$ cat src/bsaz_pkg.sv
// ----------------------------------------------------------------------------
// bsaz_pkg
// Types, constants, microcode and slot numbering helpers for the bitmap
// slot allocator.
// ----------------------------------------------------------------------------
package bsaz_pkg;

    localparam int SLOT_COUNT  = 256;
    localparam int MAX_REQUEST = 64;

    localparam int ROW_W      = 16;
    localparam int ROW_LOG    = $clog2(ROW_W);
    localparam int ROWS       = (SLOT_COUNT + ROW_W - 1) / ROW_W;
    localparam int ROW_IDX_W  = (ROWS > 1) ? $clog2(ROWS) : 1;
    localparam int SEARCH_W   = $clog2(ROWS * ROW_W + 1);
    localparam int CNT_W      = $clog2(MAX_REQUEST + 1);

    localparam logic [1:0] ST_GRANT = 2'd0;
    localparam logic [1:0] ST_FAIL  = 2'd1;
    localparam logic [1:0] ST_EMPTY = 2'd2;
    localparam logic [1:0] ST_FREE  = 2'd3;

    typedef struct packed {
        logic               action;
        logic [6:0]         slot_count;
        logic signed [15:0] free_offset;
    } req_t;

    typedef struct packed {
        logic signed [7:0] granted_offset;
        logic [1:0]        status;
        logic              last;
    } rsp_t;

    typedef enum logic [1:0] {
        H_NONE,
        H_REQ,
        H_RSP
    } hold_t;

    typedef enum logic [3:0] {
        OP_NOP,
        OP_LOAD,
        OP_READ,
        OP_GRANT,
        OP_SKIP,
        OP_FREE_RD,
        OP_FREE_WR,
        OP_EMPTY,
        OP_FAIL
    } op_t;

    typedef enum logic [2:0] {
        C_NEVER,
        C_ALWAYS,
        C_FREE,
        C_ZERO,
        C_END,
        C_NO_FREE,
        C_MORE
    } cond_t;

    localparam int STEP_W = 4;
    typedef logic [STEP_W-1:0] step_t;

    localparam step_t S_IDLE    = 4'd0;
    localparam step_t S_DISP    = 4'd1;
    localparam step_t S_ZCHK    = 4'd2;
    localparam step_t S_READ    = 4'd3;
    localparam step_t S_TEST    = 4'd4;
    localparam step_t S_GRANT   = 4'd5;
    localparam step_t S_DONE    = 4'd6;
    localparam step_t S_SKIP    = 4'd7;
    localparam step_t S_FREE_RD = 4'd8;
    localparam step_t S_FREE_WR = 4'd9;
    localparam step_t S_EMPTY   = 4'd10;
    localparam step_t S_FAIL    = 4'd11;

    typedef struct packed {
        hold_t hold;
        op_t   op;
        cond_t cond;
        step_t target;
    } uword_t;

    typedef struct packed {
        op_t op;
    } ctrl_t;

    typedef struct packed {
        logic is_free;
        logic is_zero;
        logic at_end;
        logic no_free;
        logic more;
        logic rsp_busy;
    } flags_t;

    function automatic uword_t ucode(input step_t s);
        uword_t w;
        case (s)
            S_IDLE:    w = '{H_REQ,  OP_LOAD,    C_NEVER,   S_IDLE};
            S_DISP:    w = '{H_NONE, OP_NOP,     C_FREE,    S_FREE_RD};
            S_ZCHK:    w = '{H_NONE, OP_NOP,     C_ZERO,    S_EMPTY};
            S_READ:    w = '{H_NONE, OP_READ,    C_END,     S_FAIL};
            S_TEST:    w = '{H_NONE, OP_NOP,     C_NO_FREE, S_SKIP};
            S_GRANT:   w = '{H_RSP,  OP_GRANT,   C_MORE,    S_READ};
            S_DONE:    w = '{H_NONE, OP_NOP,     C_ALWAYS,  S_IDLE};
            S_SKIP:    w = '{H_NONE, OP_SKIP,    C_ALWAYS,  S_READ};
            S_FREE_RD: w = '{H_NONE, OP_FREE_RD, C_NEVER,   S_IDLE};
            S_FREE_WR: w = '{H_RSP,  OP_FREE_WR, C_ALWAYS,  S_IDLE};
            S_EMPTY:   w = '{H_RSP,  OP_EMPTY,   C_ALWAYS,  S_IDLE};
            S_FAIL:    w = '{H_RSP,  OP_FAIL,    C_ALWAYS,  S_IDLE};
            default:   w = '{H_NONE, OP_NOP,     C_ALWAYS,  S_IDLE};
        endcase
        return w;
    endfunction

    // signed offset to slot number: 2v, or -2v-1 when negative
    function automatic logic [15:0] zz_enc(input logic [15:0] v);
        logic [15:0] m;
        m = v[15] ? ~v : v;
        return {m[14:0], v[15]};
    endfunction

    // slot number to signed offset, low 8 bits
    function automatic logic [7:0] zz_dec(input logic [SEARCH_W-1:0] z);
        logic [SEARCH_W+7:0] w;
        w = {8'b0, z} >> 1;
        return z[0] ? ~w[7:0] : w[7:0];
    endfunction

endpackage

$ cat src/bsaz_ram.sv
// ----------------------------------------------------------------------------
// bsaz_ram
// Generic single write port, single read port RAM with registered read.
// ----------------------------------------------------------------------------
module bsaz_ram #(
    parameter int WIDTH = 16,
    parameter int DEPTH = 16,
    localparam int AW   = (DEPTH > 1) ? $clog2(DEPTH) : 1
) (
    input  logic             clk,
    input  logic             we,
    input  logic [AW-1:0]    waddr,
    input  logic [WIDTH-1:0] wdata,
    input  logic             ren,
    input  logic [AW-1:0]    raddr,
    output logic [WIDTH-1:0] rdata
);

    logic [WIDTH-1:0] mem [DEPTH];

    always_ff @(posedge clk)
    begin
        if (we)
        begin
            mem[waddr] <= wdata;
        end
        if (ren)
        begin
            rdata <= mem[raddr];
        end
    end

endmodule

$ cat src/bsaz_seq.sv
// ----------------------------------------------------------------------------
// bsaz_seq
// Microcode sequencer: step counter, program table and jump logic.
// ----------------------------------------------------------------------------
module bsaz_seq
    import bsaz_pkg::*;
(
    input  logic   clk,
    input  logic   rst_n,
    input  logic   req_valid,
    output logic   req_stall,
    input  flags_t flags,
    output ctrl_t  ctrl
);

    step_t  pc_reg;
    step_t  pc_next;
    uword_t uw;
    logic   go;
    logic   taken;

    assign uw = ucode(pc_reg);

    always_comb
    begin
        case (uw.hold)
            H_REQ:   go = req_valid;
            H_RSP:   go = !flags.rsp_busy;
            default: go = 1'b1;
        endcase
        case (uw.cond)
            C_ALWAYS:  taken = 1'b1;
            C_FREE:    taken = flags.is_free;
            C_ZERO:    taken = flags.is_zero;
            C_END:     taken = flags.at_end;
            C_NO_FREE: taken = flags.no_free;
            C_MORE:    taken = flags.more;
            default:   taken = 1'b0;
        endcase
    end

    always_comb
    begin
        if (!go)
        begin
            pc_next = pc_reg;
        end
        else if (taken)
        begin
            pc_next = uw.target;
        end
        else
        begin
            pc_next = pc_reg + step_t'(1);
        end
    end

    always_comb
    begin
        req_stall = (uw.hold != H_REQ);
        ctrl.op   = go ? uw.op : OP_NOP;
    end

    always_ff @(posedge clk or negedge rst_n)
    begin
        if (!rst_n)
        begin
            pc_reg <= S_IDLE;
        end
        else
        begin
            pc_reg <= pc_next;
        end
    end

endmodule

$ cat src/bsaz_dp.sv
// ----------------------------------------------------------------------------
// bsaz_dp
// Datapath: request registers, row-wise bitmap scan, used-mark RAM with
// per-row valid bits, and the result register.
// ----------------------------------------------------------------------------
module bsaz_dp
    import bsaz_pkg::*;
(
    input  logic   clk,
    input  logic   rst_n,
    input  ctrl_t  ctrl,
    input  req_t   req,
    output rsp_t   rsp,
    output logic   rsp_valid,
    input  logic   rsp_stall,
    output flags_t flags
);

    logic                  action_reg, action_next;
    logic [CNT_W-1:0]      cnt_reg, cnt_next;
    logic [15:0]           free_z_reg, free_z_next;
    logic [SEARCH_W-1:0]   search_reg, search_next;
    logic [ROWS-1:0]       row_valid_reg, row_valid_next;
    logic                  rd_valid_reg, rd_valid_next;
    logic                  rsp_valid_reg, rsp_valid_next;
    rsp_t                  rsp_reg, rsp_next;

    logic [ROW_IDX_W-1:0]  search_row;
    logic [ROW_LOG-1:0]    bit_off;
    logic [ROW_IDX_W-1:0]  free_row;
    logic [ROW_LOG-1:0]    free_bit;
    logic                  free_in_range;
    logic                  at_end;
    logic [ROW_W-1:0]      ram_rdata;
    logic [ROW_W-1:0]      row_data;
    logic [ROW_W-1:0]      avail;
    logic [ROW_LOG-1:0]    grant_idx;
    logic [SEARCH_W-1:0]   grant_slot;
    logic [ROW_W-1:0]      grant_mask;
    logic                  ren, we;
    logic [ROW_IDX_W-1:0]  raddr, waddr;
    logic [ROW_W-1:0]      wdata;
    logic                  rsp_load;

    assign search_row    = ROW_IDX_W'(search_reg >> ROW_LOG);
    assign bit_off       = search_reg[ROW_LOG-1:0];
    assign free_row      = ROW_IDX_W'(free_z_reg >> ROW_LOG);
    assign free_bit      = free_z_reg[ROW_LOG-1:0];
    assign free_in_range = (int'(free_z_reg) < SLOT_COUNT);
    assign at_end        = (search_reg >= SEARCH_W'(SLOT_COUNT));
    assign row_data      = rd_valid_reg ? ram_rdata : '0;

    always_comb
    begin
        for (int j = 0; j < ROW_W; j++)
        begin
            avail[j] = !row_data[j] && (j >= int'(bit_off))
                       && ((int'(search_row) * ROW_W + j) < SLOT_COUNT);
        end
        grant_idx = '0;
        for (int j = ROW_W - 1; j >= 0; j--)
        begin
            if (avail[j])
            begin
                grant_idx = ROW_LOG'(j);
            end
        end
    end

    assign grant_slot = {search_reg[SEARCH_W-1:ROW_LOG], grant_idx};
    assign grant_mask = ROW_W'(1) << grant_idx;

    always_comb
    begin
        ren   = ((ctrl.op == OP_READ) && !at_end)
                || ((ctrl.op == OP_FREE_RD) && free_in_range);
        raddr = (ctrl.op == OP_FREE_RD) ? free_row : search_row;
        we    = (ctrl.op == OP_GRANT)
                || ((ctrl.op == OP_FREE_WR) && free_in_range);
        waddr = (ctrl.op == OP_GRANT) ? search_row : free_row;
        wdata = (ctrl.op == OP_GRANT) ? (row_data | grant_mask)
                                      : (row_data & ~(ROW_W'(1) << free_bit));
    end

    bsaz_ram #(
        .WIDTH (ROW_W),
        .DEPTH (ROWS)
    ) u_marks (
        .clk   (clk),
        .we    (we),
        .waddr (waddr),
        .wdata (wdata),
        .ren   (ren),
        .raddr (raddr),
        .rdata (ram_rdata)
    );

    always_comb
    begin
        action_next    = action_reg;
        cnt_next       = cnt_reg;
        free_z_next    = free_z_reg;
        search_next    = search_reg;
        row_valid_next = row_valid_reg;
        rd_valid_next  = rd_valid_reg;
        rsp_load       = 1'b0;
        rsp_next       = rsp_reg;

        if (ren)
        begin
            rd_valid_next = row_valid_reg[raddr];
        end
        if (we)
        begin
            row_valid_next[waddr] = 1'b1;
        end

        case (ctrl.op)
            OP_LOAD:
            begin
                action_next = req.action;
                cnt_next    = (int'(req.slot_count) > MAX_REQUEST)
                              ? CNT_W'(MAX_REQUEST) : CNT_W'(req.slot_count);
                free_z_next = zz_enc(req.free_offset);
                search_next = '0;
            end
            OP_GRANT:
            begin
                search_next = grant_slot + SEARCH_W'(1);
                cnt_next    = cnt_reg - CNT_W'(1);
                rsp_load    = 1'b1;
                rsp_next    = '{zz_dec(grant_slot), ST_GRANT,
                                cnt_reg == CNT_W'(1)};
            end
            OP_SKIP:
            begin
                search_next = {search_reg[SEARCH_W-1:ROW_LOG]
                               + (SEARCH_W-ROW_LOG)'(1), ROW_LOG'(0)};
            end
            OP_FREE_WR:
            begin
                rsp_load = 1'b1;
                rsp_next = '{8'sd0, ST_FREE, 1'b1};
            end
            OP_EMPTY:
            begin
                rsp_load = 1'b1;
                rsp_next = '{8'sd0, ST_EMPTY, 1'b1};
            end
            OP_FAIL:
            begin
                rsp_load = 1'b1;
                rsp_next = '{8'sd0, ST_FAIL, 1'b1};
            end
            default:
            begin
            end
        endcase

        if (rsp_load)
        begin
            rsp_valid_next = 1'b1;
        end
        else if (!rsp_stall)
        begin
            rsp_valid_next = 1'b0;
        end
        else
        begin
            rsp_valid_next = rsp_valid_reg;
        end
    end

    always_ff @(posedge clk or negedge rst_n)
    begin
        if (!rst_n)
        begin
            row_valid_reg <= '0;
            rd_valid_reg  <= 1'b0;
            rsp_valid_reg <= 1'b0;
        end
        else
        begin
            row_valid_reg <= row_valid_next;
            rd_valid_reg  <= rd_valid_next;
            rsp_valid_reg <= rsp_valid_next;
        end
    end

    always_ff @(posedge clk)
    begin
        action_reg <= action_next;
        cnt_reg    <= cnt_next;
        free_z_reg <= free_z_next;
        search_reg <= search_next;
        rsp_reg    <= rsp_next;
    end

    assign flags.is_free  = action_reg;
    assign flags.is_zero  = (cnt_reg == '0);
    assign flags.at_end   = at_end;
    assign flags.no_free  = (avail == '0);
    assign flags.more     = (cnt_reg != CNT_W'(1));
    assign flags.rsp_busy = rsp_valid_reg && rsp_stall;

    assign rsp       = rsp_reg;
    assign rsp_valid = rsp_valid_reg;

    a_grant_clear_bit: assert property (@(posedge clk) disable iff (!rst_n)
        (ctrl.op == OP_GRANT) |-> ((row_data & grant_mask) == '0 && avail != '0))
        else $error("grant of a slot that is not free");

    a_grant_in_range: assert property (@(posedge clk) disable iff (!rst_n)
        (ctrl.op == OP_GRANT) |-> (int'(grant_slot) < SLOT_COUNT && cnt_reg != '0))
        else $error("grant beyond the bitmap or with no slots left to grant");

    a_no_overwrite: assert property (@(posedge clk) disable iff (!rst_n)
        rsp_load |-> !(rsp_valid_reg && rsp_stall))
        else $error("result register loaded while a transaction is pending");

    a_final_last: assert property (@(posedge clk) disable iff (!rst_n)
        (rsp_valid_reg && rsp_reg.status != ST_GRANT) |-> rsp_reg.last)
        else $error("non-grant result without last");

endmodule

$ cat src/bitmap_slot_allocator_zigzag.sv
// ----------------------------------------------------------------------------
// bitmap_slot_allocator_zigzag
// First-fit allocator of time-division slots with zigzag slot offsets.
// ----------------------------------------------------------------------------
// An allocate request is scanned through a used-mark RAM of 16-bit rows, one
// row read per pass. Each grant steps through read, test and grant, and each
// row passed over without a free slot steps through read, test and skip; a
// request also passes through dispatch and completion steps, and the result
// channel can stall every step that loads a result. An empty request goes
// through dispatch and a zero check to its result; a free reads the slot's
// row, then clears its bit when the slot is in range. One request is handled
// at a time; the next is taken once the last result transaction is queued.
// The bitmap is all clear after reset with no clearing pass.
module bitmap_slot_allocator_zigzag
    import bsaz_pkg::*;
(
    input  logic clk,
    input  logic rst_n,
    input  logic req_valid,
    output logic req_stall,
    input  req_t req,
    output logic rsp_valid,
    input  logic rsp_stall,
    output rsp_t rsp
);

    ctrl_t  ctrl;
    flags_t flags;

    bsaz_seq u_seq (
        .clk       (clk),
        .rst_n     (rst_n),
        .req_valid (req_valid),
        .req_stall (req_stall),
        .flags     (flags),
        .ctrl      (ctrl)
    );

    bsaz_dp u_dp (
        .clk       (clk),
        .rst_n     (rst_n),
        .ctrl      (ctrl),
        .req       (req),
        .rsp       (rsp),
        .rsp_valid (rsp_valid),
        .rsp_stall (rsp_stall),
        .flags     (flags)
    );

endmodule
$ cat config.mk
export PLATFORM = sky130hd
export DESIGN_NAME = bitmap_slot_allocator_zigzag
export DESIGN_NICKNAME = d
export VERILOG_FILES = /design/src/bsaz_pkg.sv /design/src/bsaz_ram.sv /design/src/bsaz_seq.sv /design/src/bsaz_dp.sv /design/src/bitmap_slot_allocator_zigzag.sv
export SDC_FILE = /design/constraint.sdc
export NUM_CORES = 1
export LEC_CHECK = 0
export BUFFER_PORTS_ARGS = -buffer_cell sky130_fd_sc_hd__buf_2
export CAP_MARGIN = 10
export CORE_AREA = 2 2 154 156
export DETAILED_ROUTE_END_ITERATION = 8
export DIE_AREA = 0 0 156 158
export GPL_ROUTABILITY_DRIVEN = 0
export PLACE_DENSITY = 0.86
export SLEW_MARGIN = 30
export SYNTH_ARGS = -nofsm -noshare
export SYNTH_HDL_FRONTEND = slang
export SYNTH_SLANG_ARGS = --single-unit
$ cat constraint.sdc
create_clock -name clk -period 6.1 [get_ports clk]
set_input_delay 1.525 -clock clk [delete_from_list [all_inputs] [get_ports clk]]
set_output_delay 1.525 -clock clk [all_outputs]
set_load 0.02 [all_outputs]
==> results of run 1 <==
==> worst max path at each step <==
stage	slack [ns]	end	cells after the start	from
after floorplan	1.93	u_dp.u_marks.mem[11][0]	11	rsp_stall
after global placement	1.30	u_dp.u_marks.rdata[7]	10	rsp_stall
after detailed placement	1.10	u_dp.u_marks.mem[8][2]	10	rsp_stall
after CTS	1.24	u_dp.u_marks.mem[8][4]	13	u_seq.pc_reg[3]
after global routing	0.88	u_dp.u_marks.mem[3][15]	14	u_seq.pc_reg[3]
final	1.23	u_dp.u_marks.mem[3][15]	14	u_seq.pc_reg[3]
==> cell families after synthesis <==
logic type               after synthesis  synth area share (%)
AO/OA/AOI/OAI                        159                  7.87
XOR/XNOR                              28                  1.67
adder cells (fa/ha/maj)               22                  1.87
buffers and inverters                 64                  2.12
flip-flops                           338                  68.2
multiplexers                          79                  11.0
AND/OR/NAND/NOR                      217                  7.20
==> cells in the mapped netlist (9+ instances only) <==
cell type and count:
edfxtp_1 316, nand2_1 70, mux4_2 64, nor2_1 53
a22oi_1 37, a21oi_1 23, o21ai_0 23, dfrtp_1 22
ha_1 22, buf_2 18, clkbuf_1 18, xor2_1 18
inv_1 17, nand3_1 14, nor3_1 14, a32o_1 13
a31oi_1 11, or2_2 10, xnor2_1 10, mux2i_1 9
==> report_power, final <==
group	total (W)	switching [W]	internal [W]
combinational	0.00338	0.00207	0.00130
sequential	0.00341	0.000320	0.00309
clock	0.00223	0.000877	0.00136
==> final cells by class <==
cell class | count | area (um2)
multi-input cells | 505 | 4520
flip-flops and latches | 338 | 10000
clock buffers | 41 | 897
repair buffers | 50 | 288
well taps | 290 | 363
fillers | 1287 | 6580
clock inverters | 20 | 295
inverters | 20 | 75.1
==> metal layers <==
metal,part of all wire [%],wire length [um]
met1,37,12400
met2,49,16600
met3,11,3720
met4,3.1,1050
met5,0,0
==> per-stage QoR <==
stage / power [W] / instances / setup WS, ns / utilization [%] / hold slack [ns]
CTS: 0.00894 / 1264 / 1.24 / 71.2 / 0.468
global placement: 0.00652 / 1203 / 1.30 / 65.9 / 0.446
finish: 0.00902 / 1264 / 1.23 / 71.5 / 0.470
floorplan: 0.00580 / 907 / 1.93 / - / 0.423
global route: 0.00939 / 1264 / 0.877 / 71.5 / 0.482
detailed placement: 0.00664 / 1203 / 1.10 / 66.0 / 0.452
==> worst register-to-register path, cell delays in order (launching register included) <==
cell and delay [ns]:
dfrtp_1 0.65, nor2b_1 0.31, nand2_1 0.15, o21ai_0 0.14, inv_1 0.08, ha_1 0.24, a221oi_4 0.43, a21oi_2 0.10
nand3_1 0.18, inv_2 0.13, nand2_2 0.56, nand3_1 0.16, o21ai_0 0.12, nand2_1 0.34, nor2_2 0.90
==> results.toml, run 1 <==
[finish]
largest_reg_flops = 256
top_register = "u_dp.u_marks.mem"
mostFrequentLayoutCells = "edfxtp_1, nand2_1, mux4_2"
nNetsFinal = 999
drive_gt1_share_pct = 22.1
diodes = 0
area_growth_pct = 12.0
final_common_cell = "edfxtp_1"
stdcell_area_um2 = 16500

[grt]
grtUsageMet3_pct = 7.17
grt-busiest-layer = "met2"
grt_pass1_vias = 8645
antenna_found_initial = 0
grt_max_degree = 71
grt_pass1_wl_mm = 51.4
use_met1_pct = 36.9
grt_use_total_pct = 28.1
grt-ovfl-total = 0
gr-usage-met2_pct = 47.2

[sta]
relSlewSlack_pct = 30.9
period_needed_ns = 4.87
drv_slew = 0
rsz0062_at_grt = "false"
setup_tns_ns = 0
finalSetupViolations = 0
fin_crit_sh_pct = 79.9
worst_slew_pin_slew_ns = 1.03
fmax_ghz = 0.205
skew_ns = 0.0224
hold_viol = 0

[clocking]
cts_root_buffer = "clkbuf_16"
clkLatencyLatePin_ns = 0.52
numCtsBuffers = 34
cts_tree = "yes"
cts.repair.resized = 0
clkSinkCount = 338
clockBufferDepth = 3
htree_levels = 2
clk_pin_slew_ns = 0.06
post_cts_buffers = 0
ctsHoldBuffers = 0

[synth]
netlist_area_um2 = 14700
syn_nets = 957
avgSynthCellArea_um2 = 16.2
ys.flop_type = "edfxtp_1"
synthDistinctLibCells = 69
ys_seq_elements = 338
yosysTopAreaCell = "edfxtp_1"
synth_cells = 907
seq_area_frac_synth_pct = 68.2
synth.area.top_cells = "edfxtp_1, mux4_2, dfrtp_1"
yosys_warnings = 0
synth_edf_count = 316
async_flop_share_pct = 6.51
synth_top_area_share_pct = 64.5

[run]
drv_cap = 0

[setup_path]
worst-path-max-fanout = 37
worst_setup_path_start_kind = "register"
r2r_cells = 14
slowest_delay_ns = 0.89
critPathTopFamily = "simple AND/OR/NAND/NOR gates"
worstReg2RegStart = "u_seq.pc_reg[3]"
worstSetupPathType = "reg -> reg"
crit_path_end_kind = "register"
path_cells = "nor2b_1 -> nand2_1 -> o21ai_0 -> inv_1 -> ha_1 -> a221oi_4 -> a21oi_2 -> nand3_1 -> inv_2 -> nand2_2 -> nand3_1 -> o21ai_0 -> nand2_1 -> nor2_2"
reg2reg_slack_ns = 1.23
path_buf_inv = 2
required_ns = 6.23
crit_arrival_ns = 5.00
cp_slowest_cell = "nor2_2"
r2r_end = "u_dp.u_marks.mem[3][15]"

[drt]
drt_pass1_iterations = 9
viasPerCell = 6.96
drtIter0Drc = 1159
via_count = 8802
ant_nets = 0
drt_wl_total_mm = 33.8
drc = 0
wl_per_cell_um = 26.8

[pwr]
power_leakage_nw = 5.64
powerDensity_nw_per_um2 = 547
ir_drop_mv = 0.349

[placement]
dpl_cell_area_um2 = 15200
post-dp-hpwl_mm = 19.5
port_buffers = 40

[floorplanning]
boundaryPins = 41
die_y_um = 158
rows = 56
initial_core_util_pct = 63.8
core-area_um2 = 23100
dieArea_um2 = 24600
die_w_um = 156

[worst_hold_path]
hold_path_end = "u_dp.row_valid_reg[0]"
worstHoldStart = "u_dp.row_valid_reg[0]"
hp-class = "reg -> reg"
holdPathStages = 1

[run_status]
status = "completed"
Power figures use the tool's default switching activity.
==> inputs of run 2 (changes only) <==
Settings changed: CORE_AREA 2 2 154 156 to 2 2 166 168, DIE_AREA 0 0 156 158 to 0 0 168 170, PLACE_DENSITY 0.86 to 0.79.
Clock period 6.1 ns to 3.9 ns, I/O delays scaled along.
==> run 2 against run 1 <==
Worst setup slack worse by 1.1 ns. Sequential power increased by 55%. Wire length rose by 0.16%. Register-to-register slack worse by 1.1 ns. Global-route usage fell by 4.0 points. Sequential share of layout area is 1.4 points lower. Hold slack got worse by 0.012 ns. Via count down 0.55%. Flip-flop and latch count unchanged. Cell area increased by 2.4%. Utilization decreased by 8.2 points. Critical endpoint is now u_dp.u_marks.rdata[3].
==> results.toml, run 2 (synthesis results as in run 1) <==
[run_status]
status = "completed"

[sta]
skew_ns = 0.0185
fmax_ghz = 0.267
period_needed_ns = 3.74
relSlewSlack_pct = 52.3
drv_slew = 0
worst_slew_pin_slew_ns = 0.710
setup_tns_ns = 0
finalHoldWorstSlack_ns = 0.458
finalSetupViolations = 0
fin_crit_sh_pct = 95.9
hold_viol = 0
setup_slack_ns = 0.161

[finish]
mostFrequentLayoutCells = "edfxtp_1, nand2_1, mux4_2"
drive_gt1_share_pct = 25.7
top_register = "u_dp.u_marks.mem"
diodes = 0
nNetsFinal = 1057
fin_util_pct = 63.3
fin_cells = 1371
final_common_cell = "edfxtp_1"
area_growth_pct = 14.6
largest_reg_flops = 256
fill_cells = 1803

[drt]
drt_pass1_iterations = 7
via_count = 8754
wl_per_cell_um = 24.7
drt_wl_total_mm = 33.9
ant_nets = 0
drc = 0
viasPerCell = 6.39
drtIter0Drc = 1096

[floorplanning]
boundaryPins = 41
rows = 60
die_y_um = 170
die_w_um = 168
core-area_um2 = 26700
initial_core_util_pct = 55.2
dieArea_um2 = 28600

[grt]
grt_use_total_pct = 24.2
grt_max_degree = 40
antenna_found_initial = 0
grt-ovfl-total = 0
grt_pass1_vias = 8757
grt_pass1_wl_mm = 51.3

[worst_hold_path]
hp-class = "in -> async"

[clocking]
clk_pin_slew_ns = 0.07
htree_levels = 2
clkLatencyLatePin_ns = 0.52
clkSinkCount = 338
clockBufferDepth = 3
cts_tree = "yes"
cts_root_buffer = "clkbuf_16"
numCtsBuffers = 34
ctsHoldBuffers = 0

[placement]
dp_cells = 1304
port_buffers = 40
post-dp-hpwl_mm = 20.6
pre_cts_slack_ns = -0.0250

[run]
drv_cap = 0

[setup_path]
worstSetupPathType = "reg -> reg"
crit_arrival_ns = 4.00
worst-path-max-fanout = 14
crit_path_end_kind = "register"
required_ns = 4.16
worst_setup_path_start_kind = "register"

[pwr]
power_leakage_nw = 5.90
internal_power_w = 0.00896
p_sw_w = 0.00499
ir_drop_mv = 0.421
powerDensity_nw_per_um2 = 827
switching_share_pct = 35.8
clkPwrFrac_pct = 21.4
seqPwrFrac_pct = 37.9
p_comb_share_pct = 40.7
## run 2: cell count changes in the layout (fill, tap and decap cells not counted), moves of 3 or more
cell       delta
nor2_4       -10
buf_12        +5
clkbuf_1      +4
bufinv_16     -7
nor2_2        +8
a22oi_1       -3
a31oi_2       -3
a31oi_1       +3
a22oi_2       +3
o21ai_0       +3
buf_4        +49
## run 2: final cells by class
type / instances / area, um2 / area share [%]
clock buffer: 46 / 926 / 5.49
clock inverter: 13 / 80.1 / 0.475
sequential: 338 / 10000 / 59.5
tap: 341 / 427 / 2.53
inverter: 20 / 75.1 / 0.445
timing repair buffer: 108 / 861 / 5.10
multi-input combinational: 505 / 4460 / 26.4
## run 2: power by group through the flow
stage          Sequential [W]  Clock, W  Combinational, W
3_3_place_gp          0.00532         0           0.00520
3_5_place_dp          0.00534         0           0.00535
2_1_floorplan         0.00515         0           0.00392
4_1_cts               0.00527   0.00304           0.00544
6_report              0.00529   0.00299           0.00567
5_1_grt               0.00534   0.00317           0.00613
## run 2: path summary, 6_finish.rpt
| kind | to | startpoint | slack (ns) | cells past startpoint |
|---|---|---|---|---|
| setup reg to reg | u_dp.u_marks.rdata[3] | u_seq.pc_reg[1] | 0.16 | 15 |
| min in group clk | u_dp.row_valid_reg[2] | u_dp.row_valid_reg[2] | 0.47 | 1 |
| setup / recovery | u_dp.u_marks.rdata[3] | u_seq.pc_reg[1] | 0.16 | 15 |
| hold reg to reg | u_dp.row_valid_reg[2] | u_dp.row_valid_reg[2] | 0.47 | 1 |
| max in group asynchronous | u_dp.row_valid_reg[1] | rst_n | 3.05 | 1 |
| hold / removal | u_dp.row_valid_reg[6] | rst_n | 0.46 | 1 |
## run 2: stage by stage
stage          cell area [um2]  power (W)
3_3_place_gp             15700     0.0105
6_report                 16900     0.0140
4_1_cts                  16700     0.0137
5_1_grt                  16900     0.0146
2_1_floorplan            14700    0.00907
3_5_place_dp             15700     0.0107
## run 2: repair_timing
action                                 CTS  global route
gates cloned                             0             2
setup endpoints to repair                1           133
resized for setup                        3            10
endpoints found under the hold margin    0             0
setup buffers                            0             6
## run 2: worst max-delay path, stage by stage (launching register included)
cell      delay [ns]
dfrtp_1         0.44
inv_2           0.14
ha_1            0.21
nand2_1         0.12
o21ai_0         0.13
inv_1           0.07
ha_1            0.33
a221oi_4        0.06
a21oi_2         0.19
and4_4          0.28
mux2i_4         0.25
buf_12          0.21
buf_16          0.18
mux4_2          0.52
a22oi_2         0.25
nand2_1         0.09
## run 2: layer usage
| layer | vias to the layer above | part of all wire [%] | track usage (%) |
|---|---|---|---|
| li1 | 3810 | - | - |
| met1 | 4406 | 39 | 32.1 |
| met2 | 448 | 49 | 40.3 |
| met3 | 90 | 8.3 | 3.79 |
| met4 | 0 | 3.6 | 10.1 |
| met5 | - | 0 | 0 |
